$ cat src/rtl/qpht_pkg.sv
// qpht_pkg: shared types, constants and codes of the quadratic probe hash table
package qpht_pkg;

	localparam int TABLE_SIZE = 256;
	localparam int KEY_BYTES  = 8;

	localparam int KEY_W  = 64;
	localparam int FUNC_W = 2;
	localparam int STAT_W = 2;
	localparam int SLOT_W = 8;
	localparam int HASH_W = 32;
	localparam int MARK_W = 2;
	localparam int IDX_W  = (TABLE_SIZE > 1) ? $clog2(TABLE_SIZE) : 1;
	localparam int PW     = IDX_W + 1;
	localparam int CNT_W  = 3;
	localparam int LEN_W  = 4;
	localparam int NIB_N  = HASH_W / 4;
	localparam int NIB_CW = $clog2(NIB_N);

	// 2^32 mod table size, used when the probe sum wraps
	localparam longint unsigned WORD_SPAN = 64'h1_0000_0000;
	localparam int WRAP_MOD = 32'(WORD_SPAN % 64'(TABLE_SIZE));

	// request codes
	localparam logic [FUNC_W-1:0] FN_INSERT = 2'd0;
	localparam logic [FUNC_W-1:0] FN_SEARCH = 2'd1;
	localparam logic [FUNC_W-1:0] FN_DELETE = 2'd2;

	// result codes
	localparam logic [STAT_W-1:0] RES_DONE      = 2'd0;
	localparam logic [STAT_W-1:0] RES_NOT_FOUND = 2'd1;
	localparam logic [STAT_W-1:0] RES_FULL      = 2'd2;
	localparam logic [STAT_W-1:0] RES_BAD_KEY   = 2'd3;

	// slot marks
	localparam logic [MARK_W-1:0] MARK_EMPTY = 2'd0;
	localparam logic [MARK_W-1:0] MARK_USED  = 2'd1;
	localparam logic [MARK_W-1:0] MARK_GONE  = 2'd2;

	typedef struct packed {
		logic [FUNC_W-1:0] func;
		logic [KEY_W-1:0]  key;
	} req_t;

	typedef struct packed {
		logic [STAT_W-1:0] status;
		logic [SLOT_W-1:0] slot;
	} rsp_t;

	// controller to datapath
	typedef struct packed {
		logic              load;
		logic              clear;
		logic              hash_step;
		logic              finalize;
		logic              rem_step;
		logic              advance;
		logic              wr_mark;
		logic [MARK_W-1:0] mark_val;
		logic              wr_key;
		logic              set_res;
		logic [STAT_W-1:0] res_code;
		logic              res_slot;
		logic              out_load;
	} cmd_t;

	// datapath to controller
	typedef struct packed {
		logic              clr_last;
		logic [FUNC_W-1:0] func;
		logic              zero_key;
		logic              last_byte;
		logic              rem_last;
		logic              mark_used;
		logic              mark_empty;
		logic              key_hit;
		logic              last_probe;
		logic              out_free;
	} sts_t;

endpackage

$ cat src/rtl/qpht_ctrl.sv
// qpht_ctrl: request sequencer for clearing, hashing, probing and reply
module qpht_ctrl (
	input  logic           clk,
	input  logic           arst_n,
	input  logic           req_valid,
	output logic           req_stall,
	input  qpht_pkg::sts_t sts,
	output qpht_pkg::cmd_t cmd
);
	import qpht_pkg::*;

	typedef enum logic [7:0] {
		ST_CLEAR = 8'b0000_0001,
		ST_IDLE  = 8'b0000_0010,
		ST_HASH  = 8'b0000_0100,
		ST_FINAL = 8'b0000_1000,
		ST_REM   = 8'b0001_0000,
		ST_ISSUE = 8'b0010_0000,
		ST_EVAL  = 8'b0100_0000,
		ST_REPLY = 8'b1000_0000
	} state_t;

	state_t state_q;
	state_t state_d;
	logic   func_ok;

	assign func_ok = (sts.func == FN_INSERT) || (sts.func == FN_SEARCH) ||
	                 (sts.func == FN_DELETE);

	always_comb begin
		state_d   = state_q;
		cmd       = '0;
		req_stall = 1'b1;
		unique case (state_q)
			ST_CLEAR: begin
				cmd.clear = 1'b1;
				if (sts.clr_last) begin
					state_d = ST_IDLE;
				end
			end
			ST_IDLE: begin
				req_stall = 1'b0;
				if (req_valid) begin
					cmd.load = 1'b1;
					state_d  = ST_HASH;
				end
			end
			ST_HASH: begin
				if (!func_ok) begin
					cmd.set_res  = 1'b1;
					cmd.res_code = RES_NOT_FOUND;
					state_d      = ST_REPLY;
				end else if (sts.zero_key) begin
					cmd.set_res  = 1'b1;
					cmd.res_code = RES_BAD_KEY;
					state_d      = ST_REPLY;
				end else begin
					cmd.hash_step = 1'b1;
					if (sts.last_byte) begin
						state_d = ST_FINAL;
					end
				end
			end
			ST_FINAL: begin
				cmd.finalize = 1'b1;
				state_d      = ST_REM;
			end
			ST_REM: begin
				cmd.rem_step = 1'b1;
				if (sts.rem_last) begin
					state_d = ST_ISSUE;
				end
			end
			ST_ISSUE: begin
				state_d = ST_EVAL;
			end
			ST_EVAL: begin
				if (sts.func == FN_INSERT) begin
					if (!sts.mark_used) begin
						cmd.wr_mark  = 1'b1;
						cmd.mark_val = MARK_USED;
						cmd.wr_key   = 1'b1;
						cmd.set_res  = 1'b1;
						cmd.res_code = RES_DONE;
						cmd.res_slot = 1'b1;
						state_d      = ST_REPLY;
					end else if (sts.last_probe) begin
						cmd.set_res  = 1'b1;
						cmd.res_code = RES_FULL;
						state_d      = ST_REPLY;
					end else begin
						cmd.advance = 1'b1;
					end
				end else begin
					if (sts.mark_empty) begin
						cmd.set_res  = 1'b1;
						cmd.res_code = RES_NOT_FOUND;
						state_d      = ST_REPLY;
					end else if (sts.key_hit) begin
						cmd.wr_mark  = (sts.func == FN_DELETE);
						cmd.mark_val = MARK_GONE;
						cmd.set_res  = 1'b1;
						cmd.res_code = RES_DONE;
						cmd.res_slot = 1'b1;
						state_d      = ST_REPLY;
					end else if (sts.last_probe) begin
						cmd.set_res  = 1'b1;
						cmd.res_code = RES_NOT_FOUND;
						state_d      = ST_REPLY;
					end else begin
						cmd.advance = 1'b1;
					end
				end
			end
			ST_REPLY: begin
				if (sts.out_free) begin
					cmd.out_load = 1'b1;
					state_d      = ST_IDLE;
				end
			end
			default: begin
				state_d = ST_IDLE;
			end
		endcase
	end

	always_ff @(posedge clk or negedge arst_n) begin
		if (!arst_n) begin
			state_q <= ST_CLEAR;
		end else begin
			state_q <= state_d;
		end
	end

endmodule

$ cat config.mk
export PLATFORM = sky130hd
export DESIGN_NAME = qpht_ctrl
export DESIGN_NICKNAME = d
export VERILOG_FILES = /design/src/rtl/qpht_pkg.sv /design/src/rtl/qpht_ctrl.sv
export SDC_FILE = /design/constraint.sdc
export NUM_CORES = 1
export LEC_CHECK = 0
export ABC_AREA = 1
export BUFFER_PORTS_ARGS = -buffer_cell sky130_fd_sc_hd__buf_2
export CORE_MARGIN = 3
export CORE_UTILIZATION = 40
export CTS_BUF_LIST = sky130_fd_sc_hd__clkbuf_8
export DETAILED_ROUTE_END_ITERATION = 8
export GPL_ROUTABILITY_DRIVEN = 0
export PLACE_DENSITY = 0.72
export SETUP_SLACK_MARGIN = 0.1
export SYNTH_ARGS = -nofsm -noshare
export SYNTH_HDL_FRONTEND = slang
export SYNTH_SLANG_ARGS = --single-unit
$ cat constraint.sdc
create_clock -name clk -period 1.6 [get_ports clk]
set_clock_uncertainty 0.2 [all_clocks]
set_input_delay 0.32 -clock clk [delete_from_list [all_inputs] [get_ports clk]]
set_output_delay 0.32 -clock clk [all_outputs]
set_load 0.1 [all_outputs]
==> results of run 1 <==
-- per-stage QoR --
| stage | instances | utilization [%] | setup WS, ns | hold slack, ns |
|---|---|---|---|---|
| 2_1_floorplan | 115 | - | -0.808 | -0.176 |
| 3_3_place_gp | 185 | 94.4 | -0.264 | -0.0401 |
| 3_5_place_dp | 185 | 94.4 | -0.417 | -0.0326 |
-- cells in the mapped netlist, drive strengths merged --
cell type and n:
o22ai 1, dfrtp 7, dfstp 1, a21oi 2
nand4 1, nand3b 3, o21ai 3, buf 1
o31ai 2, or2 1, nor2 32, nor4 1
nand3 9, inv 24, nand2 27
-- logic make-up after synthesis --
| kind of cell | Yosys count | synth area share, % |
|---|---|---|
| and+or+nand+nor | 74 | 49.5 |
| buffers and inverters | 25 | 14.3 |
| AOI/OAI and AO/OA | 8 | 6.78 |
| DFF | 8 | 29.5 |
==> metrics, run 1 <==
port buffer count=29; Stop stage=4_1_cts; cell taking the most area after synthesis=dfrtp_1; hold-fix buffers at CTS=1; cell count after synthesis=115; area post-placement=0.00147 mm²; Inserted Clock Buffers=3; Post-CTS Repair Setup Buffers=24; cells taking the most area after synthesis=dfrtp_1, nor2_1, nand2_1; placement row count=14; status=did not finish; total of cells resized after clock tree synthesis=39; Tool Error=[ERROR DPL-0038] Utilization greater than 100%, impossible to legalize; horizontal extent of the die=47.3 µm; final HPWL from detailed placement=2730 µm; Yosys top cell area share=25.6%; register area share after synthesis=29.5%; Top-Level Pins=30; netlist area before placement=683 µm²; post-synthesis average cell area=5.94 µm²; Starting Density=43.8%; net count after synthesis=129; warnings from Yosys=0; sinks on the clock net=8; Root Buffer=clkbuf_8; level count of the clock H-tree=1; maximum clock insertion buffer count=2; Die H=about 47 µm; number of synthesized register bits=8; count of unique library cells instantiated by Yosys=18
==> run 2: changes to the inputs <==
Settings changed: CORE_AREA set to 3 3 64 66, CORE_MARGIN 3 to not set, CORE_UTILIZATION 40 to not set, CTS_BUF_LIST sky130_fd_sc_hd__clkbuf_8 to not set, DIE_AREA set to 0 0 67 69, PLACE_DENSITY 0.72 to not set, PLACE_DENSITY_LB_ADDON set to 0.15, SETUP_SLACK_MARGIN 0.1 to not set.
Clock period 1.6 ns to 2.1 ns, I/O delays scaled along.
==> metrics, run 2 <==
net count after synthesis=129; number of global-route vias before repair=906; most common library cell in the layout ignoring fill and taps=nor2_1; Min Hold Slack=0.288 ns; CTS clk-pin slew, worst paths=around 0.05 ns; final WL=2160 µm; cell taking the most area after synthesis=dfrtp_1; Post-Layout Cell Count=215; clock insertion delay at the later pin of the skew report=0.24 ns; area post-placement=0.00124 mm²; Inserted Clock Buffers=3; Die H=roughly 69 µm; count of nets after finishing=182; PwrDens=about 890 mW/mm²; Largest register FFs=8; final global-route overflow total=0; unrepaired setup endpoints after global routing=true; setup ws final=-0.148 ns; peak supply drop=483 µV; port buffer count=29; Yosys top cell area share=25.6%; status=finished, violations left; number of pins with negative max-slew slack in the final report=0; maximum clock insertion buffer count=2; last element of the critical path=cmd[5]; warnings from Yosys=0; core region area=0.00363 mm²; number of enable flip-flop cells after synthesis=0; violations in the final reports=negative setup slack; Vias/cell=4.19; ys async rst share=100%; post-route minimum period=~2.2 ns; worst setup path startpoint=state_q[4]; setup TNS=-1.06 ns; final HPWL from detailed placement=1680 µm; reg-to-reg critical path startpoint=state_q[6]; netlist area before placement=683 µm²; count of unique library cells instantiated by Yosys=18; share of total power in sequential cells=15.1%; Root Buffer=clkbuf_8; setup slack at placement=0.0451 ns; Post-synth top flop=dfrtp_1; CP required=1.48 ns; worst-case headroom to the max-slew limit=a little under three quarters; average routed wire per standard cell=10.1 µm; slack of the worst reg-to-reg path=0.34 ns; total DRC errors in the routed layout=0; Top-Level Pins=30; area growth from synthesis to final layout=122%; biggest registers after layout=state_q: 8 flops; clock network fraction of design power=14.7%; worst hold path class=in -> reg; sinks on the clock net=8; number of cells after detailed placement=195; number of setup violations in the final report=11; cell area after layout=0.00151 mm²; final hold violations=0; routed vias=900; post-synthesis average cell area=5.94 µm²; Inserted Diodes=0; DR pass1 iterations=4; commonest cells in the netlist=nor2_1, nand2_1, inv_1; share of total power in combinational logic=70.1%; core occupancy in the finished layout=around two fifths; upper clock frequency limit=445 MHz; maximum number of pins on one net before global-route repair=9; startpoint-to-endpoint class of the critical path=reg -> out; horizontal extent of the die=67 µm; standby leakage power=0.713 nW; cells taking the most area after synthesis=dfrtp_1, nor2_1, nand2_1; worst slew pin tran=approximately 0.43 ns; total net switching power=0.691 mW; CTS tree=yes; number of cells traversed by the worst register-to-register path=8; Detailed Route Iter0 Violations=27; Internal Pwr Total=0.662 mW; register area share after synthesis=29.5%; destination of the worst register-to-register timing path=state_q[3]; floorplan die area=roughly 0.0046 mm²; proportion of layout cells with a drive suffix above 1=between 50% and 60%; most frequent cells in the layout=nor2_1, inv_1, nand2_1, buf_12, buf_4; all-layer global routing usage=10.4%; register name with the most flops=state_q; cell count after synthesis=115; antenna violations before repair=0; kind of start point of the critical path=flip-flop; crit path max fanout=5; placement row count=22; number of synthesized register bits=8; wire length of the first global-routing pass=3710 µm; level count of the clock H-tree=1; Starting Density=between 10% and 20%; total power=~1.4 mW; Max-cap violations=0; Post-DRT Antenna Nets=0; endpoint kind of the worst setup timing path=output pin; net switching fraction of the power=51.1%; most common cell in the synthesized netlist=nor2_1; arrival time reported for the critical path endpoint=1.63 ns; part of the cycle the worst path needs=107%
==> run 2: cell counts after synthesis <==
Identical to the previous run, type by type.
==> run 2: area by class of cell <==
cell class,count,area (µm²)
Clock buffer,4,45.0
Tap cell,48,60.1
Fill cell,388,2120
Multi-Input combinational cell,82,567
Sequential cell,8,201
Timing Repair Buffer,49,544
Inverter,24,96.3
==> run 2: cells by family (layout without fill, tap and decap cells) <==
kind of cell | Yosys count | in the layout | synth area share (%)
and+or+nand+nor | 74 | 74 | 49.5
DFF | 8 | 8 | 29.5
AOI/OAI and AO/OA | 8 | 8 | 6.78
buffers and inverters | 25 | 77 | 14.3
==> run 2: worst max-delay path: stages (launching register included) <==
cell and delay, ns:
dfrtp_1 0.40, nor2_4 0.14, nand2_2 0.07, nor2_4 0.16, inv_1 0.20, nor2_4 0.21, buf_12 0.19
==> run 2: power groups by stage <==
stage               sequential (mW)  clock [mW]  combinational (mW)
global placement              0.208           0               0.755
finish                        0.205       0.199               0.949
floorplan                     0.205           0               0.541
CTS                           0.201       0.204               0.882
global route                  0.206       0.215                1.02
detailed placement            0.209           0               0.762
==> run 2: worst min-delay path by stage <==
stage | startpoint | end | slack (ns) | cells past startpoint
after floorplan | arst_n | state_q[1] | -0.08 | 0
after global placement | arst_n | state_q[2] | 0.07 | 1
after detailed placement | arst_n | state_q[3] | 0.07 | 1
after CTS | sts[10] | state_q[0] | 0.29 | 3
after global routing | sts[10] | state_q[0] | 0.32 | 3
final | sts[10] | state_q[0] | 0.29 | 3
==> run 2: layer usage <==
metal / vias to the layer above / track usage, % / wire length, µm
met4: 0 / 6.76 / 68
met3: 5 / 1.14 / 91
met1: 416 / 11.8 / 865
met2: 23 / 17.6 / 1140
li1: 456 / - / -
met5: - / 0 / 0
==> run 2: repair_timing <==
action,CTS,global route
resized for setup,15,14
buffers inserted,8,8
pin swaps,6,9
endpoints found under the hold margin,7,0
hold buffers,1,0
endpoints found under the setup margin,11,14
Note: power is estimated with default switching activity, not from simulation.
==> run 3: changes to the inputs <==
Settings changed: PLACE_DENSITY set to 0.39, PLACE_DENSITY_LB_ADDON 0.15 to not set.
==> metrics, run 3 (synthesized netlist as in run 2, its figures left out) <==
setup slack at placement=around 0.042 ns; endpoint kind of the worst setup timing path=output pin; worst hold path class=in -> reg; number of global-route vias before repair=882; total net switching power=approximately 0.65 mW; proportion of layout cells with a drive suffix above 1=roughly 47%; Starting Density=18.8%; Detailed Route Iter0 Violations=21; destination of the worst register-to-register timing path=state_q[3]; number of pins with negative max-slew slack in the final report=0; horizontal extent of the die=67 µm; Max-cap violations=0; Largest register FFs=8; final global-route overflow total=0; Inserted Diodes=0; DR pass1 iterations=4; hold_sp=sts[10]; PwrDens=897 mW/mm²; Internal Pwr Total=between 0.6 and 0.7 mW; clock network fraction of design power=14.7%; number of cells traversed by the worst register-to-register path=8; part of the cycle the worst path needs=110%; setup TNS=-1.64 ns; Root Buffer=clkbuf_8; arrival time reported for the critical path endpoint=roughly 1.7 ns; most common library cell in the layout ignoring fill and taps=inv_1; final HPWL from detailed placement=between 1500 and 2000 µm; Top-Level Pins=30; routed vias=858; maximum number of pins on one net before global-route repair=9; share of total power in combinational logic=69.6%; reg-to-reg critical path startpoint=state_q[7]; peak supply drop=about 640 µV; violations in the final reports=negative setup slack; biggest registers after layout=state_q: 8 flops; net switching fraction of the power=between 50 and 60%; Worst Hold End=state_q[0]; total DRC errors in the routed layout=0; worst-case headroom to the max-slew limit=70.4%; number of setup violations in the final report=11; area growth from synthesis to final layout=110%; level count of the clock H-tree=1; unrepaired setup endpoints after global routing=true; register name with the most flops=state_q; Inserted Clock Buffers=3; setup ws final=-0.211 ns; final hold violations=0; CTS clk-pin slew, worst paths=0.04 ns; port buffer count=29; CP required=1.48 ns; maximum clock insertion buffer count=2; startpoint-to-endpoint class of the critical path=reg -> out; kind of start point of the critical path=flip-flop; count of nets after finishing=180; slack of the worst reg-to-reg path=0.35 ns; Die H=69 µm; upper clock frequency limit=433 MHz; all-layer global routing usage=~10%; placement row count=22; depth of the worst hold-timing path=3; standby leakage power=0.691 nW; floorplan die area=0.00462 mm²; final WL=2040 µm; status=finished, violations left; wire length of the first global-routing pass=3680 µm; core region area=around 0.0036 mm²; crit path max fanout=5; antenna violations before repair=0; sinks on the clock net=8; most frequent cells in the layout=inv_1, nor2_1, nand2_1, buf_4, buf_12; Vias/cell=4.03; CTS tree=yes; Post-DRT Antenna Nets=0; post-route minimum period=around 2.3 ns; share of total power in sequential cells=15.7%; total power=around 1.3 mW; worst slew pin tran=0.443 ns; average routed wire per standard cell=9.57 µm; clock insertion delay at the later pin of the skew report=approximately 0.23 ns
run 3: worst max-delay path: stages (launching register included):
cell and delay (ns):
dfrtp_1 0.39, nor2_2 0.16, nand2_2 0.08, nor2_4 0.18, clkinvlp_4 0.23, nor2_4 0.22, buf_12 0.19
run 3: power by group through the flow:
| stage | registers [mW] | clock network [mW] | logic (mW) |
|---|---|---|---|
| after detailed placement | 0.210 | 0 | 0.758 |
| final | 0.202 | 0.190 | 0.897 |
| after CTS | 0.203 | 0.196 | 0.872 |
| after global routing | 0.205 | 0.209 | 0.962 |
| after global placement | 0.209 | 0 | 0.756 |
| after floorplan | 0.205 | 0 | 0.541 |
run 3: repair_timing:
action                     in CTS  in global routing
setup endpoints to repair      10                 15
pin swaps                       9                  5
buffers inserted               10                  4
hold buffers                    1                  0
resized for setup               8                  4
hold endpoints to repair        7                  0
run 3: through the flow:
stage | hold slack [ns] | std cells | instance area (µm²) | utilization [%]
3_3_place_gp | 0.0661 | 194 | 1230 | 33.9
2_1_floorplan | -0.0756 | 115 | 798 | -
3_5_place_dp | 0.0706 | 194 | 1230 | 33.9
5_1_grt | 0.321 | 213 | 1440 | 39.6
6_report | 0.288 | 213 | 1440 | 39.6
4_1_cts | 0.294 | 209 | 1390 | 38.4
run 3: how the worst max path moves through the flow:
stage	startpoint	to	slack [ns]	cells past startpoint
final	state_q[4]	cmd[6]	-0.21	6
after global routing	state_q[4]	cmd[6]	-0.28	6
after CTS	state_q[1]	cmd[6]	-0.20	6
after detailed placement	state_q[4]	cmd[6]	0.04	6
after global placement	state_q[6]	cmd[5]	0.04	7
after floorplan	state_q[4]	cmd[14]	-0.41	5
run 3: area by class of cell:
type                    count  area (µm²)
multi-input cells          82         515
fillers                   400        2200
flip-flops and latches      8         201
inverters                  24        97.6
repair buffers             47         518
well taps                  48        60.1
clock buffers               4        45.0
run 3: metal layers:
metal | routed length, µm | global-route usage, %
met5 | 0 | 0
met4 | 27 | 5.86
met3 | 70 | 0.977
met2 | 1060 | 16.7
met1 | 886 | 12.0
